[config.mk]
export PLATFORM = sky130hd
export DESIGN_NAME = roc_event_packet_deframer_unit
export DESIGN_NICKNAME = d
export VERILOG_FILES = /design/src/rtl/roc_dfr_pkg.sv /design/src/rtl/roc_dfr_front.sv /design/src/rtl/roc_dfr_fifo.sv /design/src/rtl/roc_event_packet_deframer_unit.sv
export SDC_FILE = /design/constraint.sdc
export NUM_CORES = 1
export LEC_CHECK = 0
export ABC_CLOCK_PERIOD_IN_PS = 10000
export BUFFER_PORTS_ARGS = -buffer_cell sky130_fd_sc_hd__buf_2
export CAP_MARGIN = 20
export CELL_PAD_IN_SITES_DETAIL_PLACEMENT = 0
export CELL_PAD_IN_SITES_GLOBAL_PLACEMENT = 1
export CORE_UTILIZATION = 40
export CTS_BUF_LIST = sky130_fd_sc_hd__clkbuf_16
export CTS_CLUSTER_SIZE = 28
export DETAILED_ROUTE_END_ITERATION = 10
export GPL_TIMING_DRIVEN = 0
export MAX_ROUTING_LAYER = met4
export PLACE_DENSITY_LB_ADDON = 0.25
export SYNTH_ARGS = -nofsm -noshare
export SYNTH_HDL_FRONTEND = slang
export SYNTH_HIERARCHICAL = 1
export SYNTH_SLANG_ARGS = --single-unit
[constraint.sdc]
create_clock -name i_clk -period 10 [get_ports i_clk]
set_clock_uncertainty 0.1 [all_clocks]
set_input_delay 0.5 -clock i_clk [delete_from_list [all_inputs] [get_ports i_clk]]
set_output_delay 0.5 -clock i_clk [all_outputs]
set_load 0.01 [all_outputs]
[src/rtl/roc_dfr_pkg.sv]
// Shared types and constants for the readout packet deframer.
// No dependencies; used by every other file of the block.
`timescale 1ns / 1ps

package roc_dfr_pkg;

    localparam int WORD_W = 32;
    localparam int SIZE_W = 16;

    localparam logic [WORD_W-1:0] HDR_A = 32'h1188_8811;
    localparam logic [WORD_W-1:0] HDR_B = 32'hbeef_2025;
    localparam logic [WORD_W-1:0] TRL_A = 32'hd07e_2025;
    localparam logic [WORD_W-1:0] TRL_B = 32'h1234_5678;

    localparam logic [1:0] KIND_DAQ     = 2'd0;
    localparam logic [1:0] KIND_TRAILER = 2'd1;
    localparam logic [1:0] KIND_LEN_ERR = 2'd2;

    typedef struct packed {
        logic [1:0]        kind;
        logic              link_number;
        logic [WORD_W-1:0] payload;
        logic              last_in_link;
    } t_result;

endpackage

[src/rtl/roc_dfr_front.sv]
// Front end: header/trailer search, length decode and link tracking.
// Depends on roc_dfr_pkg; emits at most one result beat per accepted word.
`timescale 1ns / 1ps

module roc_dfr_front #(
    parameter int LINK_COUNT     = 6,
    parameter int DAQ_LINK_COUNT = 2
) (
    input  logic                              i_clk,
    input  logic                              i_rst_n,
    input  logic                              i_valid,
    input  logic [roc_dfr_pkg::WORD_W-1:0]    i_word,
    output logic                              o_push,
    output roc_dfr_pkg::t_result              o_result
);

    localparam int LEN_WORDS = (LINK_COUNT + 1) / 2;
    localparam int LINK_W    = $clog2(LINK_COUNT + 1);
    localparam int SUM_W     = roc_dfr_pkg::SIZE_W + $clog2(LINK_COUNT) + 1;
    localparam int WW        = roc_dfr_pkg::WORD_W;
    localparam int SW        = roc_dfr_pkg::SIZE_W;

    localparam logic [2:0] PH_HEADER  = 3'd0;
    localparam logic [2:0] PH_TOTAL   = 3'd1;
    localparam logic [2:0] PH_LENGTHS = 3'd2;
    localparam logic [2:0] PH_PAYLOAD = 3'd3;
    localparam logic [2:0] PH_TRAILER = 3'd4;

    logic [2:0]        r_phase, n_phase;
    logic [WW-1:0]     r_older, n_older;
    logic [WW-1:0]     r_newer, n_newer;
    logic [WW-1:0]     r_words_left, n_words_left;
    logic [1:0]        r_lwc, n_lwc;
    logic [LINK_W-1:0] r_cur, n_cur;
    logic [SW-1:0]     r_lwl, n_lwl;
    logic [SUM_W-1:0]  r_sum, n_sum;
    logic [SW-1:0]     r_sizes [LINK_COUNT];
    logic [SW-1:0]     n_sizes [LINK_COUNT];

    logic [SW-1:0]     seek_sizes [LINK_COUNT];
    logic [LINK_W-1:0] seek_start;
    logic [LINK_W-1:0] seek_link;
    logic [SW-1:0]     seek_len;

    logic [SW-1:0]     hi_add, lo_add;
    logic [SUM_W-1:0]  sum_total;
    logic [WW-1:0]     wl_dec;
    logic [SW-1:0]     lwl_dec;

    // new link sizes taken from the current length word
    always_comb begin
        for (int j = 0; j < LINK_COUNT; j++) begin
            n_sizes[j] = r_sizes[j];
            if (i_valid && r_phase == PH_LENGTHS) begin
                if (int'({r_lwc, 1'b0}) == j) begin
                    n_sizes[j] = i_word[WW-1:SW];
                end
                if (int'({r_lwc, 1'b1}) == j) begin
                    n_sizes[j] = i_word[SW-1:0];
                end
            end
        end
    end

    // first non-empty link at or after seek_start
    always_comb begin
        for (int j = 0; j < LINK_COUNT; j++) begin
            seek_sizes[j] = (r_phase == PH_LENGTHS) ? n_sizes[j] : r_sizes[j];
        end
        seek_start = (r_phase == PH_LENGTHS) ? '0 : r_cur + 1'b1;
        seek_link  = LINK_W'(LINK_COUNT);
        seek_len   = '0;
        for (int j = LINK_COUNT - 1; j >= 0; j--) begin
            if (LINK_W'(j) >= seek_start && seek_sizes[j] != '0) begin
                seek_link = LINK_W'(j);
                seek_len  = seek_sizes[j];
            end
        end
    end

    always_comb begin
        hi_add    = (int'({r_lwc, 1'b0}) < LINK_COUNT) ? i_word[WW-1:SW] : '0;
        lo_add    = (int'({r_lwc, 1'b1}) < LINK_COUNT) ? i_word[SW-1:0] : '0;
        sum_total = r_sum + SUM_W'(hi_add) + SUM_W'(lo_add);
        wl_dec    = r_words_left - 1'b1;
        lwl_dec   = r_lwl - 1'b1;
    end

    always_comb begin
        n_phase      = r_phase;
        n_older      = r_older;
        n_newer      = r_newer;
        n_words_left = r_words_left;
        n_lwc        = r_lwc;
        n_cur        = r_cur;
        n_lwl        = r_lwl;
        n_sum        = r_sum;
        o_push       = 1'b0;
        o_result     = '0;
        if (i_valid) begin
            unique case (r_phase)
                PH_TOTAL: begin
                    if (i_word < WW'(1 + LEN_WORDS)) begin
                        n_phase       = PH_HEADER;
                        n_older       = '0;
                        n_newer       = '0;
                        o_push        = 1'b1;
                        o_result.kind = roc_dfr_pkg::KIND_LEN_ERR;
                    end else begin
                        n_words_left = i_word - 1'b1;
                        n_lwc        = '0;
                        n_sum        = '0;
                        n_phase      = PH_LENGTHS;
                    end
                end
                PH_LENGTHS: begin
                    n_words_left = wl_dec;
                    n_lwc        = r_lwc + 1'b1;
                    n_sum        = sum_total;
                    if (3'(r_lwc) + 3'd1 >= 3'(LEN_WORDS)) begin
                        n_lwc = '0;
                        if (WW'(sum_total) > wl_dec) begin
                            n_phase       = PH_HEADER;
                            n_older       = '0;
                            n_newer       = '0;
                            o_push        = 1'b1;
                            o_result.kind = roc_dfr_pkg::KIND_LEN_ERR;
                        end else begin
                            n_cur   = seek_link;
                            n_lwl   = seek_len;
                            n_phase = (wl_dec == '0) ? PH_TRAILER : PH_PAYLOAD;
                        end
                    end
                end
                PH_PAYLOAD: begin
                    n_words_left = wl_dec;
                    if (r_cur < LINK_W'(LINK_COUNT)) begin
                        n_lwl = lwl_dec;
                        if (r_cur < LINK_W'(DAQ_LINK_COUNT)) begin
                            o_push                = 1'b1;
                            o_result.kind         = roc_dfr_pkg::KIND_DAQ;
                            o_result.link_number  = r_cur[0];
                            o_result.payload      = i_word;
                            o_result.last_in_link = (lwl_dec == '0);
                        end
                        if (lwl_dec == '0) begin
                            n_cur = seek_link;
                            n_lwl = seek_len;
                        end
                    end
                    if (wl_dec == '0) begin
                        n_phase = PH_TRAILER;
                    end
                end
                PH_TRAILER: begin
                    n_older = r_newer;
                    n_newer = i_word;
                    if (r_newer == roc_dfr_pkg::TRL_A && i_word == roc_dfr_pkg::TRL_B) begin
                        n_phase       = PH_HEADER;
                        n_older       = '0;
                        n_newer       = '0;
                        o_push        = 1'b1;
                        o_result.kind = roc_dfr_pkg::KIND_TRAILER;
                    end
                end
                default: begin
                    n_phase = PH_HEADER;
                    n_older = r_newer;
                    n_newer = i_word;
                    if (r_newer == roc_dfr_pkg::HDR_A && i_word == roc_dfr_pkg::HDR_B) begin
                        n_phase = PH_TOTAL;
                    end
                end
            endcase
        end
    end

    always_ff @(posedge i_clk) begin
        if (!i_rst_n) begin
            r_phase      <= PH_HEADER;
            r_older      <= '0;
            r_newer      <= '0;
            r_words_left <= '0;
            r_lwc        <= '0;
            r_cur        <= '0;
            r_lwl        <= '0;
            r_sum        <= '0;
        end else begin
            r_phase      <= n_phase;
            r_older      <= n_older;
            r_newer      <= n_newer;
            r_words_left <= n_words_left;
            r_lwc        <= n_lwc;
            r_cur        <= n_cur;
            r_lwl        <= n_lwl;
            r_sum        <= n_sum;
        end
    end

    always_ff @(posedge i_clk) begin
        for (int j = 0; j < LINK_COUNT; j++) begin
            r_sizes[j] <= n_sizes[j];
        end
    end

endmodule

[src/rtl/roc_dfr_fifo.sv]
// Result queue between the front end and the output side.
// Depends on roc_dfr_pkg for the result beat type.
`timescale 1ns / 1ps

module roc_dfr_fifo #(
    parameter int DEPTH = 4
) (
    input  logic                 i_clk,
    input  logic                 i_rst_n,
    input  logic                 i_push,
    input  roc_dfr_pkg::t_result i_data,
    input  logic                 i_pop,
    output logic                 o_full,
    output logic                 o_empty,
    output roc_dfr_pkg::t_result o_data
);

    localparam int PTR_W = $clog2(DEPTH);
    localparam int CNT_W = $clog2(DEPTH + 1);

    roc_dfr_pkg::t_result r_mem [DEPTH];
    logic [PTR_W-1:0] r_wr, n_wr;
    logic [PTR_W-1:0] r_rd, n_rd;
    logic [CNT_W-1:0] r_count, n_count;
    logic             do_push, do_pop;

    always_comb begin
        o_full  = (r_count == CNT_W'(DEPTH));
        o_empty = (r_count == '0);
        o_data  = r_mem[r_rd];
        do_push = i_push && !o_full;
        do_pop  = i_pop && !o_empty;
        n_wr    = r_wr;
        n_rd    = r_rd;
        n_count = r_count;
        if (do_push) begin
            n_wr = (r_wr == PTR_W'(DEPTH - 1)) ? '0 : r_wr + 1'b1;
        end
        if (do_pop) begin
            n_rd = (r_rd == PTR_W'(DEPTH - 1)) ? '0 : r_rd + 1'b1;
        end
        if (do_push && !do_pop) begin
            n_count = r_count + 1'b1;
        end else if (do_pop && !do_push) begin
            n_count = r_count - 1'b1;
        end
    end

    always_ff @(posedge i_clk) begin
        if (!i_rst_n) begin
            r_wr    <= '0;
            r_rd    <= '0;
            r_count <= '0;
        end else begin
            r_wr    <= n_wr;
            r_rd    <= n_rd;
            r_count <= n_count;
        end
    end

    always_ff @(posedge i_clk) begin
        if (do_push) begin
            r_mem[r_wr] <= i_data;
        end
    end

endmodule

[src/rtl/roc_event_packet_deframer_unit.sv]
// Readout packet deframer top level: front end feeding a result queue.
// Depends on roc_dfr_pkg, roc_dfr_front and roc_dfr_fifo.
//
// Usage:
//   Input side is a queue write port: a 32-bit stream word is taken on each
//   edge with push high and full low. Result side is a queue read port: the
//   oldest result sits on o_kind/o_link_number/o_payload/o_last_in_link
//   while empty is low and leaves on an edge with pop high.
//   Each word yields zero or one result beat: DAQ payload words with their
//   link number and last flag, a trailer-found beat, or a length-error beat.
//   Throughput: one word per cycle while full is low. A result can be popped the
//   cycle after its word is pushed, as it passes through the queue register.
//   Words are classified combinationally by the front end; the rate is set
//   by that one-word-per-cycle state machine.
//   If the receiver stalls, results collect in the FIFO_DEPTH-entry queue;
//   full rises once it holds FIFO_DEPTH beats and no word is taken until a
//   beat is popped.
//   Synchronous active-low reset empties the queue and returns the parser to
//   header search; the block is ready on the first cycle after reset.
`timescale 1ns / 1ps

module roc_event_packet_deframer_unit #(
    parameter int LINK_COUNT     = 6,
    parameter int DAQ_LINK_COUNT = 2,
    parameter int FIFO_DEPTH     = 4
) (
    input  logic                           i_clk,
    input  logic                           i_rst_n,
    input  logic                           push,
    output logic                           full,
    input  logic [roc_dfr_pkg::WORD_W-1:0] i_stream_word,
    output logic                           empty,
    input  logic                           pop,
    output logic [1:0]                     o_kind,
    output logic                           o_link_number,
    output logic [roc_dfr_pkg::WORD_W-1:0] o_payload,
    output logic                           o_last_in_link
);

    logic                 front_push;
    roc_dfr_pkg::t_result front_result;
    roc_dfr_pkg::t_result q_data;

    roc_dfr_front #(
        .LINK_COUNT     (LINK_COUNT),
        .DAQ_LINK_COUNT (DAQ_LINK_COUNT)
    ) u_front (
        .i_clk    (i_clk),
        .i_rst_n  (i_rst_n),
        .i_valid  (push && !full),
        .i_word   (i_stream_word),
        .o_push   (front_push),
        .o_result (front_result)
    );

    roc_dfr_fifo #(
        .DEPTH (FIFO_DEPTH)
    ) u_fifo (
        .i_clk   (i_clk),
        .i_rst_n (i_rst_n),
        .i_push  (front_push),
        .i_data  (front_result),
        .i_pop   (pop),
        .o_full  (full),
        .o_empty (empty),
        .o_data  (q_data)
    );

    assign o_kind         = q_data.kind;
    assign o_link_number  = q_data.link_number;
    assign o_payload      = q_data.payload;
    assign o_last_in_link = q_data.last_in_link;

endmodule

Word level (Yosys, flattened, before mapping)
Memories as Yosys holds them, arrays and structs flattened. A register that Yosys moved wholly into a read port is not among the register bits.
Index checks and enable logic that the tools add are counted.
{ "word_totals": {"regBits": 115, "latch_bits": 0, "ramBits": 240, "rom_bits": 0, "input_bits": 36, "output_inout_bits": 38, "word_cells": 187, "n_memories": 2} }
{ "classes": {"n_addsub": 12, "n_mul": 0, "n_div": 0, "n_lt_le_gt_ge": 13, "n_eq_ne": 22, "shift": 0, "n_mux": 88, "bitwise_logic": 1, "n_reduce_logical": 39} }
{ "memory_table": {"columns": ["memory", "words", "word_bits", "rd", "rd_ports_with_merged_regs", "write_ports", "line", "text"], "rows": [
  ["u_fifo.r_mem", 4, 36, 1, 1, 1, "roc_dfr_fifo.sv:21", "roc_dfr_pkg::t_result r_mem [DEPTH];"],
  ["u_front.r_sizes", 6, 16, 6, 0, 6, "roc_dfr_front.sv:37", "logic [SW-1:0] r_sizes [LINK_COUNT];"]
]} }
{ "op_table": {"columns": ["cell", "n"], "rows": [
  ["two-way mux 16 bit", 30],
  ["two-way mux 32 bit", 5],
  ["one-hot mux 32 bit (4 select lines)", 1],
  ["nonzero test 16 bit", 6],
  ["two-way mux 36 bit", 2],
  ["two-way mux 34 bit", 2],
  ["equality test 32 x 29 -> 1 bit, second input constant", 2],
  ["equality test 32 bit, second input constant", 2],
  ["one-hot mux 32 bit (2 select lines)", 1],
  ["subtractor 32 x 1 -> 32 bit, second input constant", 2],
  ["two-way mux 3 bit", 16],
  ["adder 20 x 16 -> 20 bit", 2],
  ["one-hot mux 20 bit (2 select lines)", 1],
  ["greater-than comparator 20 x 32 -> 1 bit", 1],
  ["logical NOT 32 bit", 1],
  ["less-than comparator 32 x 3 -> 1 bit, second input constant", 1],
  ["one-hot mux 16 bit (2 select lines)", 1],
  ["two-way mux 2 bit", 12],
  ["two-way mux 20 bit", 1],
  ["logical NOT 16 bit", 1],
  ["subtractor 16 x 1 -> 16 bit, second input constant", 1],
  ["logical AND 1 bit", 14],
  ["one-hot mux 3 bit (4 select lines)", 1],
  ["two-way mux 1 bit", 11],
  ["other kinds (30)", 58]
]} }

Longest topological paths before layout
{ "depth": {"ltp_word": 17, "mapped_depth": 32, "ltp_nobuf": 29} }

By module
The synthesis kept the hierarchy.
{ "by_module_without_submodules": {"columns": ["mod", "n_inst", "cells_each", "area_each_um2", "seq_area_each_um2"], "rows": [
  ["roc_dfr_front", 1, 1682, 13739.4, 4083.9],
  ["roc_dfr_fifo", 1, 239, 5729.2, 4504.3],
  ["roc_event_packet_deframer_unit", 1, 1, 13.8, 0.0]
]} }

Worst setup path after synthesis
Ideal clock, no wire load.
{ "synth_path": {"path_type": "flip-flop to flip-flop", "start": "reg u_front.r_lwc[1]", "end": "mem u_fifo/r_mem[0][0] in the netlist's numbering, enable pin", "setup_ps": 397, "t_arrival_ps": 6508, "required_ps": 9503, "setup_slack_ps": 2996, "path_stages_with_launch": 26, "path_buffers": 3, "synth_period_minus_slack_ps": 7004, "path_cell_list": "dfxtp_1 -> clkbuf_1 -> nand2_1 -> clkbuf_1 -> and2_1 -> fa_1 -> ha_1 -> o211ai_1 -> a21boi_0 -> o2111a_1 -> nor3_1 -> o41ai_1 -> and3_1 -> xnor2_1 -> ha_1 -> nand4_1 -> nor4_1 -> nand3_1 -> a21oi_1 -> o21ai_1 -> o41ai_1 -> nand2b_1 -> a21boi_0 -> nor2b_1 -> buf_2 -> and2_1"} }
{ "synth_via": {"elab_chain_len": 12, "word_cells_on_any_way": 16, "classes_between": "add/sub (3); order compare (4); mux (8); reduce/logical (1)"} }
{ "synth_rtl": {"columns": ["item", "line", "text"], "rows": [
  ["from (decl)", "roc_dfr_front.sv:33", "logic [1:0] r_lwc, n_lwc;"],
  ["from (signal assigned)", "roc_dfr_front.sv:193", "r_lwc <= n_lwc;"],
  ["less-than comparator 3 bit", "roc_dfr_front.sv:82", "hi_add = (int'({r_lwc, 1'b0}) < LINK_COUNT) ? i_word[WW-1:SW] : '0;"],
  ["two-way mux 16 bit", "roc_dfr_front.sv:82", null],
  ["adder 20 x 16 -> 20 bit (2 in a row)", "roc_dfr_front.sv:84", "sum_total = r_sum + SUM_W'(hi_add) + SUM_W'(lo_add);"],
  ["greater-than comparator 20 x 32 -> 1 bit", "roc_dfr_front.sv:122", "if (WW'(sum_total) > wl_dec) begin"],
  ["two-way mux 1 bit", "roc_dfr_front.sv:122", null],
  ["two-way mux 1 bit *", "roc_dfr_front.sv:120", "if (3'(r_lwc) + 3'd1 >= 3'(LEN_WORDS)) begin"],
  ["one-hot mux 1 bit (4 select lines) *", "roc_dfr_front.sv:101", "unique case (r_phase)"],
  ["two-way mux 1 bit *", "roc_dfr_front.sv:100", "if (i_valid) begin"],
  ["via front_push", "roc_event_packet_deframer_unit.sv:40", "logic front_push;"],
  ["logical AND 1 bit *", "roc_dfr_fifo.sv:31", "do_push = i_push && !o_full;"],
  ["via u_fifo.do_push", "roc_dfr_fifo.sv:25", "logic do_push, do_pop;"],
  ["two-way mux 1 bit *", "roc_dfr_fifo.sv:62", "if (do_push) begin"],
  ["two-way mux 1 bit (not written as such) *", "roc_dfr_fifo.sv:63", "r_mem[r_wr] <= i_data;"],
  ["to (decl)", "roc_dfr_fifo.sv:21", null]
]} }
Mark *: on every way through the listed nets, which the timed path passes. The rest lies on a longest branch.

Worst setup path in the final report
{ "layout_path": {"start": "reg u_front.r_lwc[1]", "end": "reg u_fifo.r_count[2]"} }
{ "layout_via": {"elab_chain_len": 13, "word_cells_on_any_way": 19, "classes_between": "add/sub (3); order compare (4); mux (7); reduce/logical (5)"} }
{ "layout_rtl": {"columns": ["item", "line", "text"], "rows": [
  ["less-than comparator 3 bit", "roc_dfr_front.sv:82", null],
  ["two-way mux 16 bit", "roc_dfr_front.sv:82", null],
  ["adder 20 x 16 -> 20 bit (2 in a row)", "roc_dfr_front.sv:84", null],
  ["greater-than comparator 20 x 32 -> 1 bit", "roc_dfr_front.sv:122", null],
  ["two-way mux 1 bit", "roc_dfr_front.sv:122", null],
  ["two-way mux 1 bit *", "roc_dfr_front.sv:120", null],
  ["one-hot mux 1 bit (4 select lines) *", "roc_dfr_front.sv:101", null],
  ["two-way mux 1 bit *", "roc_dfr_front.sv:100", null],
  ["via front_push", "roc_event_packet_deframer_unit.sv:40", null],
  ["logical AND 1 bit *", "roc_dfr_fifo.sv:31", null],
  ["via u_fifo.do_push", "roc_dfr_fifo.sv:25", null],
  ["logical NOT 1 bit", "roc_dfr_fifo.sv:44", "end else if (do_pop && !do_push) begin"],
  ["logical AND 1 bit", "roc_dfr_fifo.sv:44", null],
  ["nonzero test 2 bit (no source line)", null, null],
  ["to (signal assigned)", "roc_dfr_fifo.sv:57", "r_count <= n_count;"],
  ["to (decl)", "roc_dfr_fifo.sv:24", "logic [CNT_W-1:0] r_count, n_count;"]
]} }
Marked as above.
A chain may end at the register's enable or synchronous reset.

==> results.cfg <==
[status]
status = finished, final reports clean

[detailed_routing]
drtAntennaViolNets = 0
vias = 16400
via_per_inst = 6.05
wl_per_cell_um = 25.8
drc = 0
drt_iter0_markers = 1410
drt_pre_antenna_iters = 7
finalWirelength_um = 69800

[global_routing]
grt_usage_pct = 28.7
grt_pass1_wl_um = 103000
grt_pass1_vias = 15900
antenna_found_initial = 3
overflow = 0
grt_start_max_net_pins = 29

[placed_design]
io_buffers = 64
place_congestion = 0.951
dpl-instance-area_sq_um = 20800
dp_hpwl_um = 50500

[synth]
ys_types = 102
synth_cells = 1922
synth_top_cell_by_area = edfxtp_1
synth_flop_cell = dfxtp_1
synth.area.top_cells = edfxtp_1 22%, dfxtp_1 22%, nand2_1 3.7%
yosysWarnings = 6
synth_async_sr_flop_share_pct = 0
ys_ff_latch = 357
synth-edff-count = 144
avgSynthCellArea_sq_um = 10.1
syn_area_sq_um = 19500
ys_seq_area_share_pct = 44.1
synth_nets = 2026
synth_top_area_share_pct = 22.2

[worst_setup_path]
cp-startpoint = u_front/r_lwc[1]$_SDFFE_PN0P_
max_stage_delay_ns = 0.58
cp.required_ns = 10.40
start_kind = flip-flop
crit_buf_inv = 5
cp_max_fo = 10
ff2ff_path_depth = 32
ff2ff_setup_slack_ns = 0.96
crit_family = compound AO/OA/AOI/OAI gates
worstSetupPathType = reg -> reg
r2r-start = u_front/r_lwc[1]$_SDFFE_PN0P_
setup.worst_path.end_class = flip-flop
arrival_ns = 9.44
regToRegEndpoint = u_fifo/r_count[2]$_SDFFE_PN0P_
critPathSlowestCell = nor4_1

[clock_network]
clk_latency_ns = 0.59
cts_max_level = 2
clockRootBuffer = clkbuf_16
cts_tree = built
cts_sinks = 357
cts_buffers = 43
postCtsSetupRepairBufs = 0
clockBufferDepth = 3
clkSlewWorstSetupHoldPaths_ns = 0.06
cts_hold_buf = 0

[floorplan]
dieArea_sq_um = 49600
start_util_pct = 40.7
core_area_sq_um = 47800
io_pins = 74
placementRows = 80
die_y_um = 223
die_w_um = 223

[power_and_ir_drop]
peakVddDrop_v = 0.000168
power_density_nw_per_um2 = 268
p_total_w = 0.00596
p_leak_nw = 7.86

[sta]
rsz0062_at_grt = false
worstMarginPinSlew_ns = 1.32
fin_crit_sh_pct = 90.4
timing.slew.headroom_pct = 12.0
fin_crit_ns = 9.04
setup_viol = 0
hold_violations = 0
slew_violations = 0
fmax_mhz = 111

[finish]
num-fill-cells = 4574
design_area_sq_um = 22200
fin_nets = 2153
drive_gt1_share_pct = 15.4
syn_to_final_growth_pct = 14.1

[hold_path]
worstHoldPathType = in -> reg
min_to = u_front/r_sizes[1][6]$_DFF_P_
hp-start = i_stream_word[6]
min_path_cells = 3

[run]
maxCapViolations = 0
final cells by class:
type	instances	area, sq um	share of cell area (%)
multi-input cells	1379	10100	45.4
plain buffers	147	668	3.01
repair buffers	82	576	2.59
inverters	39	146	0.659
clock buffers	43	1080	4.84
flip-flops and latches	357	8590	38.7
clock inverters	36	289	1.30
well taps	615	769	3.46
diodes	6	15.0	0.0676
metrics by stage:
stage               setup TNS (ns)  instances  setup slack (ns)  hold WS (ns)  utilization (%)
global placement            -21.28       2601            -0.162         0.346             43.0
finish                           0       2704             0.956         0.168             46.4
floorplan                        0       1922              3.00         0.334                -
detailed placement               0       2615             0.569         0.355             43.4
CTS                              0       2694             0.783         0.129             46.3
global route                     0       2698             0.266         0.146             46.4
worst min-delay path: stages:
cell and delay (ns):
buf_6 0.15, nand2_1 0.07, nand2_1 0.06
routing by layer:
metal  up-vias  global-route usage, %  wire, um
met5         -                      -         0
met4         0                   14.5      3510
met3       171                   4.23      4260
met2       581                   44.7     32200
met1      8127                   36.3     29900
li1       7478                      -         -
report_power, final:
group	switching, W	leakage [nW]	total [W]	internal (W)
clock network	0.000648	0.730	0.00152	0.000868
registers	0.000151	2.82	0.00186	0.00171
logic	0.00165	4.31	0.00258	0.000924
cells in the final DEF (no fill, tap or decap), drive strengths merged, types with 27 or more instances in the layout:
| cell type | n |
|---|---|
| a21boi | 46 |
| a21oi | 65 |
| and2 | 45 |
| and3 | 44 |
| buf | 125 |
| clkbuf | 147 |
| dfxtp | 213 |
| edfxtp | 144 |
| ha | 50 |
| inv | 56 |
| mux2 | 58 |
| mux4 | 36 |
| nand2 | 191 |
| nand3 | 65 |
| nor2 | 98 |
| nor2b | 27 |
| nor3 | 54 |
| nor4 | 56 |
| o211ai | 58 |
| o21ai | 73 |
| xnor2 | 40 |
state kept, by name, summed over array words and instances (netlist names), named ones only:
name	flops
u_front/r_lwc	2
u_front/r_sum	20
u_fifo/r_wr	2
u_front/r_phase	3
u_fifo/r_rd	2
u_front/r_sizes	96
u_front/r_cur	3
u_fifo/r_mem	144
u_fifo/r_count	3
u_front/r_newer	32
u_front/r_lwl	16
u_front/r_words_left	32
Yosys cell counts (all sizes together) (9+ instances only):
| cell type | n |
|---|---|
| o211ai | 58 |
| a21boi | 46 |
| nor3b | 21 |
| mux2 | 58 |
| clkbuf | 104 |
| nor4b | 9 |
| o22ai | 12 |
| a31oi | 11 |
| mux2i | 17 |
| o21a | 12 |
| xnor2 | 40 |
| nand2 | 191 |
| inv | 39 |
| edfxtp | 144 |
| o311ai | 9 |
| fa | 18 |
| o31ai | 13 |
| or2 | 9 |
| xor2 | 25 |
| o21ai | 73 |
| nand3 | 65 |
| nor3 | 54 |
| nor2 | 98 |
| mux4 | 36 |
| ha | 50 |
| buf | 43 |
| or4 | 21 |
| and3 | 44 |
| and2 | 45 |
| or3 | 24 |
| a311oi | 11 |
| dfxtp | 213 |
| nand2b | 11 |
| nor4 | 56 |
| nand4 | 24 |
| nor2b | 27 |
| a21oi | 65 |
| a211oi | 10 |
| a22oi | 22 |
cells by family after synthesis:
| group | count (synthesis) | share of synthesized area (%) |
|---|---|---|
| compound gates | 409 | 14.7 |
| xor+xnor | 65 | 2.92 |
| fa+ha+maj | 68 | 5.06 |
| buf+inv | 186 | 4.18 |
| flops | 357 | 44.1 |
| mux | 111 | 8.50 |
| simple gates | 726 | 20.6 |
repair_timing:
action / CTS / global route
endpoints found under the hold margin: 0 / 0
resized for setup: 0 / 1
setup endpoints to repair: 0 / 1
how the worst max path moves through the flow:
stage / cells after the start / to / slack, ns
finish: 32 / u_fifo/r_count[2]$_SDFFE_PN0P_ / 0.96
global route: 32 / u_fifo/r_count[2]$_SDFFE_PN0P_ / 0.27
detailed placement: 31 / u_fifo/r_count[2]$_SDFFE_PN0P_ / 0.57
global placement: 26 / u_fifo/r_mem[1][2]$_DFFE_PP_ / -0.16
floorplan: 25 / u_fifo/r_mem[0][0]$_DFFE_PP_ / 3.00
CTS: 32 / u_fifo/r_count[2]$_SDFFE_PN0P_ / 0.78
(Power assumes the default switching activity.)
